File: src/hw/rtl/npfs_pkg.sv
package npfs_pkg;

    // Command codes.
    localparam logic [1:0] CMD_LOAD  = 2'd0;
    localparam logic [1:0] CMD_POP   = 2'd1;
    localparam logic [1:0] CMD_CLEAR = 2'd2;

    // Configuration register indexes.
    localparam logic [1:0] CFG_CURSOR_X   = 2'd0;
    localparam logic [1:0] CFG_CURSOR_Y   = 2'd1;
    localparam logic [1:0] CFG_MIN_RATING = 2'd2;

    localparam logic [11:0] CURSOR_X_RESET   = 12'd1088;
    localparam logic [11:0] CURSOR_Y_RESET   = 12'd1104;
    localparam logic [2:0]  MIN_RATING_RESET = 3'd0;

    // Map corners and size.
    localparam longint TOP_LAT_L    = 64'sd5361858;
    localparam longint BOTTOM_LAT_L = 64'sd5340953;
    localparam longint LEFT_LON_L   = -64'sd11368652;
    localparam longint RIGHT_LON_L  = -64'sd11333496;
    localparam longint MAP_SIZE_L   = 64'sd2048;

    localparam longint LON_SPAN = RIGHT_LON_L - LEFT_LON_L;
    localparam longint LAT_SPAN = TOP_LAT_L - BOTTOM_LAT_L;

    localparam logic signed [26:0] LEFT_LON = 27'(LEFT_LON_L);
    localparam logic signed [25:0] TOP_LAT  = 26'(TOP_LAT_L);

    // A map coordinate of 2**17 or more saturates the distance anyway, so the
    // offset magnitudes are clamped to the value that maps exactly to 2**17.
    localparam int          Q_W     = 18;
    localparam int          U_W     = 22;
    localparam logic [U_W-1:0] X_CLAMP = U_W'(((64'sd1 << 17) * LON_SPAN) / MAP_SIZE_L);
    localparam logic [U_W-1:0] Y_CLAMP = U_W'(((64'sd1 << 17) * LAT_SPAN) / MAP_SIZE_L);

    // floor(u * 2048 / span) = (u * ceil(2**49 / span)) >> 38, exact for u < 2**22.
    localparam int RECIP_SHIFT = 38;
    localparam int RECIP_W     = 35;
    localparam int PROD_W      = U_W + RECIP_W;
    localparam logic [RECIP_W-1:0] RECIP_X =
        RECIP_W'(((MAP_SIZE_L << RECIP_SHIFT) + LON_SPAN - 64'sd1) / LON_SPAN);
    localparam logic [RECIP_W-1:0] RECIP_Y =
        RECIP_W'(((MAP_SIZE_L << RECIP_SHIFT) + LAT_SPAN - 64'sd1) / LAT_SPAN);

    // Stored entry: ordered by distance, then by arrival number.
    typedef struct packed {
        logic [15:0] distance;
        logic [15:0] idx;
    } t_key;

    typedef struct packed {
        logic insert;
        logic pop;
        logic clear;
        t_key key;
    } t_chain_ctl;

    typedef struct packed {
        logic [1:0]  cmd;
        logic        pass;
        logic [15:0] distance;
    } t_item;

endpackage

File: src/hw/rtl/npfs_dist_pipe.sv
module npfs_dist_pipe (
    input  logic               i_clk,
    input  logic               i_rst_n,
    input  logic               i_valid,
    output logic               o_ready,
    input  logic [1:0]         i_cmd,
    input  logic signed [24:0] i_lat,
    input  logic signed [25:0] i_lon,
    input  logic [7:0]         i_rating,
    input  logic [11:0]        i_cursor_x,
    input  logic [11:0]        i_cursor_y,
    input  logic [2:0]         i_min_rating,
    output logic               o_valid,
    output npfs_pkg::t_item    o_item,
    input  logic               i_ready
);
    import npfs_pkg::*;

    logic en1, en2, en3;

    // Stage 1: offsets from the map corner, magnitudes and rating test.
    logic signed [26:0] dlon;
    logic signed [25:0] dlat;
    logic [26:0]        lon_mag;
    logic [25:0]        lat_mag;
    logic [8:0]         rating_inc;

    logic              r_v1, r_pass1, r_xneg1, r_yneg1;
    logic [1:0]        r_cmd1;
    logic [U_W-1:0]    r_ux, r_uy;

    // Stage 2: map coordinates.
    logic [PROD_W-1:0] prod_x, prod_y;
    logic              r_v2, r_pass2, r_xneg2, r_yneg2;
    logic [1:0]        r_cmd2;
    logic [Q_W-1:0]    r_qx, r_qy;

    // Stage 3: Manhattan distance.
    logic signed [19:0] x_s, y_s, dx, dy;
    logic [19:0]        adx, ady;
    logic [20:0]        dsum;
    logic               r_v3;
    t_item              r_item3;

    assign en3     = !r_v3 || i_ready;
    assign en2     = !r_v2 || en3;
    assign en1     = !r_v1 || en2;
    assign o_ready = en1;

    assign dlon       = $signed({i_lon[25], i_lon}) - LEFT_LON;
    assign dlat       = $signed({i_lat[24], i_lat}) - TOP_LAT;
    assign lon_mag    = dlon[26] ? 27'(-dlon) : 27'(dlon);
    assign lat_mag    = dlat[25] ? 26'(-dlat) : 26'(dlat);
    assign rating_inc = {1'b0, i_rating} + 9'd1;

    always_ff @(posedge i_clk) begin
        if (!i_rst_n) begin
            r_v1 <= 1'b0;
        end else if (en1) begin
            r_v1 <= i_valid;
        end
    end

    always_ff @(posedge i_clk) begin
        if (en1) begin
            r_cmd1  <= i_cmd;
            r_pass1 <= rating_inc[8:1] >= {5'd0, i_min_rating};
            r_ux    <= (lon_mag >= 27'(X_CLAMP)) ? X_CLAMP : lon_mag[U_W-1:0];
            r_uy    <= (lat_mag >= 26'(Y_CLAMP)) ? Y_CLAMP : lat_mag[U_W-1:0];
            r_xneg1 <= dlon[26];
            // The latitude axis runs from north to south, so y flips sign.
            r_yneg1 <= !dlat[25];
        end
    end

    assign prod_x = PROD_W'(r_ux) * PROD_W'(RECIP_X);
    assign prod_y = PROD_W'(r_uy) * PROD_W'(RECIP_Y);

    always_ff @(posedge i_clk) begin
        if (!i_rst_n) begin
            r_v2 <= 1'b0;
        end else if (en2) begin
            r_v2 <= r_v1;
        end
    end

    always_ff @(posedge i_clk) begin
        if (en2) begin
            r_cmd2  <= r_cmd1;
            r_pass2 <= r_pass1;
            r_qx    <= prod_x[RECIP_SHIFT +: Q_W];
            r_qy    <= prod_y[RECIP_SHIFT +: Q_W];
            r_xneg2 <= r_xneg1;
            r_yneg2 <= r_yneg1;
        end
    end

    assign x_s  = r_xneg2 ? -$signed({2'd0, r_qx}) : $signed({2'd0, r_qx});
    assign y_s  = r_yneg2 ? -$signed({2'd0, r_qy}) : $signed({2'd0, r_qy});
    assign dx   = $signed({8'd0, i_cursor_x}) - x_s;
    assign dy   = $signed({8'd0, i_cursor_y}) - y_s;
    assign adx  = dx[19] ? 20'(-dx) : 20'(dx);
    assign ady  = dy[19] ? 20'(-dy) : 20'(dy);
    assign dsum = {1'b0, adx} + {1'b0, ady};

    always_ff @(posedge i_clk) begin
        if (!i_rst_n) begin
            r_v3 <= 1'b0;
        end else if (en3) begin
            r_v3 <= r_v2;
        end
    end

    always_ff @(posedge i_clk) begin
        if (en3) begin
            r_item3.cmd      <= r_cmd2;
            r_item3.pass     <= r_pass2;
            r_item3.distance <= (dsum > 21'd65535) ? 16'hFFFF : dsum[15:0];
        end
    end

    assign o_valid = r_v3;
    assign o_item  = r_item3;

endmodule

File: config.mk
export PLATFORM = sky130hd
export DESIGN_NAME = npfs_dist_pipe
export DESIGN_NICKNAME = d
export VERILOG_FILES = /design/src/hw/rtl/npfs_pkg.sv /design/src/hw/rtl/npfs_dist_pipe.sv
export SDC_FILE = /design/constraint.sdc
export NUM_CORES = 2
export LEC_CHECK = 0
export BUFFER_PORTS_ARGS = -buffer_cell sky130_fd_sc_hd__buf_2
export CORE_MARGIN = 5
export CORE_UTILIZATION = 45
export DETAILED_ROUTE_END_ITERATION = 8
export HOLD_SLACK_MARGIN = 0.06
export MAX_ROUTING_LAYER = met4
export PLACE_DENSITY = 0.66
export SLEW_MARGIN = 10
export SYNTH_ARGS = -nofsm -noshare
export SYNTH_HDL_FRONTEND = slang
export SYNTH_SLANG_ARGS = --single-unit
File: constraint.sdc
create_clock -name i_clk -period 19.2 [get_ports i_clk]
set_input_delay 3.84 -clock i_clk [delete_from_list [all_inputs] [get_ports i_clk]]
set_output_delay 3.84 -clock i_clk [all_outputs]
set_load 0.01 [all_outputs]
## Word-level counts from Yosys, hierarchy flattened

Cells that the tools add are included.

- $add $sub $neg: 12
- $mul: 2
- $lt $le $gt $ge: 4
- Muxes and demuxes: 6
- Reductions and logical operators: 7

Operators by type and width:

| cell | number |
|---|---|
| two-way mux 20 bit | 4 |
| multiplier 22 x 34 -> 56 bit, second input constant | 1 |
| multiplier 22 x 35 -> 56 bit, second input constant | 1 |
| negation 18 -> 20 bit | 2 |
| negation 20 bit | 2 |
| subtractor 13 x 20 -> 20 bit | 2 |
| greater-or-equal comparator 27 x 22 -> 1 bit, second input constant | 1 |
| two-way mux 27 bit | 1 |
| negation 27 bit | 1 |
| subtractor 26 x 25 -> 27 bit, second input constant | 1 |
| greater-or-equal comparator 26 x 21 -> 1 bit, second input constant | 1 |
| two-way mux 26 bit | 1 |
| negation 26 bit | 1 |
| subtractor 25 x 24 -> 26 bit, second input constant | 1 |
| adder 20 x 20 -> 21 bit | 1 |
| > comparator 21 x 16 -> 1 bit, second input constant | 1 |
| adder 8 x 1 -> 9 bit, second input constant | 1 |
| greater-or-equal comparator 8 x 3 -> 1 bit | 1 |
| zero test 1 bit | 4 |
| logical OR 1 bit | 3 |

- Bits in registers: 112
- Input bits: 92
- Output and inout port bits: 21
- Word-level logic and storage cells: 49

## Depth between registers and ports, before layout

- Depth in word-level cells: 7
- Depth in mapped cells: 29
- Mapped depth without buffers: 27

## Least setup slack after synthesis

No wires, ideal clock.

- Path kind: input to register
- From: in i_cursor_x[3]
- To: reg r_item3, in the netlist o_item[10] (data pin)
- Library setup time: 0.268 ns
- Arrival: 8.966 ns
- Required time: 18.932 ns
- Path slack: 9.966 ns
- Stages: 23
- Buffers on the path: 2
- Cell sequence: ha_1 > a21o_1 > a21oi_1 > a21oi_1 > o211ai_1 > a21boi_0 > o21ba_2 > nand2_1 > o21a_1 > clkbuf_1 > o21ai_0 > fa_1 > a21o_1 > a21oi_1 > o21bai_1 > a2111oi_0 > o41a_1 > o21ai_0 > a2111oi_0 > o21a_1 > o211a_1 > clkbuf_1 > nand2_1

- Longest elaborated chain between the ends: 5

Ends and longest elaborated chain:

| item | RTL line | source |
|---|---|---|
| start, declared | npfs_dist_pipe.sv:10 | `input logic [11:0] i_cursor_x,` |
| subtractor 13 x 20 -> 20 bit (*) | npfs_dist_pipe.sv:100 | `assign dx = $signed({8'd0, i_cursor_x}) - x_s;` |
| negation 20 bit | npfs_dist_pipe.sv:102 | `assign adx = dx[19] ? 20'(-dx) : 20'(dx);` |
| two-way mux 20 bit (*) | npfs_dist_pipe.sv:102 |  |
| adder 20 x 20 -> 21 bit (*) | npfs_dist_pipe.sv:104 | `assign dsum = {1'b0, adx} + {1'b0, ady};` |
| > comparator 21 x 16 -> 1 bit | npfs_dist_pipe.sv:118 | `r_item3.distance <= (dsum > 21'd65535) ? 16'hFFFF : dsum[15:0];` |
| end, declared | npfs_dist_pipe.sv:43 | `t_item r_item3;` |

Every way passes the cells marked *; elsewhere a longest branch is shown, timed or not.
A chain may end at the register's enable or synchronous reset.

## Final worst setup path

- From: in i_cursor_x[3]
- To: reg r_item3, in the netlist o_item[3] (data pin)

The elaborated chain is that of the path after synthesis.

==> impl_metrics.ini <==
[run]
cap_violations = 0

[detailed_routing]
antenna_left = 0
drc = 0
first_pass_iters = 6
dr_total_vias = 22800
wl_per_cell_um = 19.2
wl_um = 83100
dr.first_iter.drc_count = 1423
via_per_inst = 5.26

[hold_path]
min_path_type = reg -> reg
hold_path_end = o_item[17]
whs_path_depth = 0
hold_start = r_cmd2[0]

[synthesis]
syn_inst = 3284
synth_edf_count = 109
synth_cell_type_count = 96
yosysTopAreaCellShare = 0.337
synth_area_sq_um = 32400
synth_area_per_cell_sq_um = 9.86
synth.most_common_cell = inv_1
synthTopCellsByArea = fa_1, ha_1, edfxtp_1
yosysWarningCount = 0
ys_seq_elements = 112
synthArstFlopShare = 0
synth_area_leader_cell = fa_1
seq_area_frac_synth = 0.103
synthFlopType = edfxtp_1
ys_top_cells_by_count = inv_1, fa_1, ha_1

[setup_path]
end_kind = flip-flop
r2r_start = r_ux[11]
critical_path_class = in -> reg
required_ps = 19310
reg2reg_depth = 21
rrSetupSlack_ps = 11220
start_kind = input port
timing.rr.end = r_qx[17]
arrival_ps = 9750
crit_fanout = 16

[floorplan]
io_pins = 113
die_h_um = 278
coreArea_sq_um = 71500
die_area_sq_um = 77400
fp-row-count = 98
die_w_um = 278
start_util = 0.453

[cells_and_area]
syn2layout_area_growth_pct = 6.02
final_cells = 4333
fin_nets = 4553
drive_gt1_frac = 0.0519
final_util = 0.480
fillCellCount = 6721

[sta]
finalHoldViolCount = 0
setup_tns_ps = 0
worst_slew_pin_slew_ps = 1010
rsz0062_at_grt = false
fin_crit_sh = 0.502
period_needed_ps = 9630
max_freq_mhz = 104
setup_viol = 0
skew_ps = 10.5
fin_ws_ps = 9570
slew_headroom = 0.321
drv_slew = 0

[clock_network]
cts_resized = 0
cts_buffer_depth = 2
path_clk_slew_ps = 80
cts_buffers = 9
cts_root_buf = clkbuf_16
post_cts_buffers = 0
holdBufCountCts = 0
cts_num_sinks = 112
htreeDepth = 3
tritoncts = built
clk-insertion-delay-late_ps = 390

[place]
dp.final_hpwl_um = 74300
pre_cts_ws_ps = 9300
gp_congestion = 0.973
dp_cells = 4308
port_buffers = 112

[grt]
grt_pass1_vias = 24100
grt_pass1_wl_um = 133000
grt_overflow = 0
grt_usage = 0.227
antenna_found_initial = 8
grt_max_degree = 47

[outcome]
outcome = finished, final reports clean
==> worst max-delay path by stage <==
stage	startpoint	endpoint	slack [ps]	cells past startpoint
global placement	i_cursor_y[1]	o_item[1]	9470	21
detailed placement	i_cursor_x[3]	o_item[3]	9300	22
CTS	i_cursor_x[3]	o_item[3]	9630	22
global route	i_cursor_x[3]	o_item[10]	9080	22
finish	i_cursor_x[3]	o_item[3]	9570	22
floorplan	i_cursor_x[3]	o_item[10]	9970	23
==> cell usage in the layout (no fill, tap or decap), drive strengths merged, types with 17 or more instances in the layout <==
cell | Yosys | final
inv | 731 | 733
xnor2 | 132 | 132
fa | 546 | 546
nand4 | 21 | 21
o21a | 21 | 21
or2 | 17 | 17
o21ai | 92 | 92
nor2 | 135 | 135
a21oi | 132 | 132
edfxtp | 109 | 109
a21o | 45 | 45
a31oi | 17 | 17
nor2b | 21 | 21
nand2 | 149 | 149
xor2 | 87 | 87
nor3 | 51 | 51
o211ai | 21 | 21
a211oi | 22 | 22
o31ai | 22 | 22
nand3 | 44 | 44
nor4 | 19 | 19
or3 | 23 | 23
ha | 546 | 546
and2 | 17 | 17
buf | 19 | 116
==> worst max-delay path, stage by stage <==
cell       delay, ps
buf_2            100
ha_1             340
a21o_1           200
a21oi_1          170
a21oi_1          120
o211ai_1         270
a21boi_0         160
o21ba_2          260
nand2_1          100
o21a_1           400
o21ai_0          260
fa_1             510
a21o_1           200
a21oi_1          210
o21bai_1         110
a2111oi_0        610
o41a_1           330
o21ai_0          140
a2111oi_0        640
o21a_1           180
o211a_1          470
nand2_1          120
==> metrics by stage <==
| step | hold slack [ps] | cell area (sq um) |
|---|---|---|
| 2_1_floorplan | 400 | 32400 |
| 3_3_place_gp | 405 | 34000 |
| 3_5_place_dp | 410 | 34000 |
| 4_1_cts | 430 | 34300 |
| 5_1_grt | 446 | 34300 |
| 6_report | 426 | 34300 |
==> cell families after synthesis <==
group	share of synthesized area
adders and majority gates	0.548
buffers and inverters	0.0910
other	0.000116
muxes	0.00321
and+or+nand+nor	0.0890
xor gates and xnor gates	0.0595
DFF	0.103
AOI/OAI and AO/OA	0.106
==> per-layer routing <==
metal	global-route usage	routed length (um)	up-vias
li1	-	-	11000
met1	0.305	37200	11100
met2	0.352	37800	525
met3	0.0572	6380	82
met4	0.0440	1700	0
met5	-	0	-
==> flip-flops by register name (all words and copies together) (netlist names) <==
signal,count
r_qy,18
r_pass2,1
r_cmd1,2
r_yneg2,1
r_xneg1,1
r_pass1,1
r_uy,22
r_cmd2,2
r_v1,1
o_item,19
r_yneg1,1
o_valid,1
r_ux,22
r_v2,1
r_xneg2,1
r_qx,18
==> cell type report <==
| type | instances | area (sq um) | share of cell area |
|---|---|---|---|
| Clock inverter | 5 | 90.1 | 0.00262 |
| Inverter | 731 | 2740 | 0.0799 |
| Tap cell | 950 | 1190 | 0.0346 |
| Sequential cell | 112 | 3330 | 0.0971 |
| Clock buffer | 11 | 233 | 0.00678 |
| Timing Repair Buffer | 116 | 591 | 0.0172 |
| Multi-Input combinational cell | 2399 | 26100 | 0.761 |
| Antenna cell | 9 | 22.5 | 0.000656 |
Power is not shown: default switching activity piles up to over one toggle a cycle in this logic, so the estimate is an artifact.
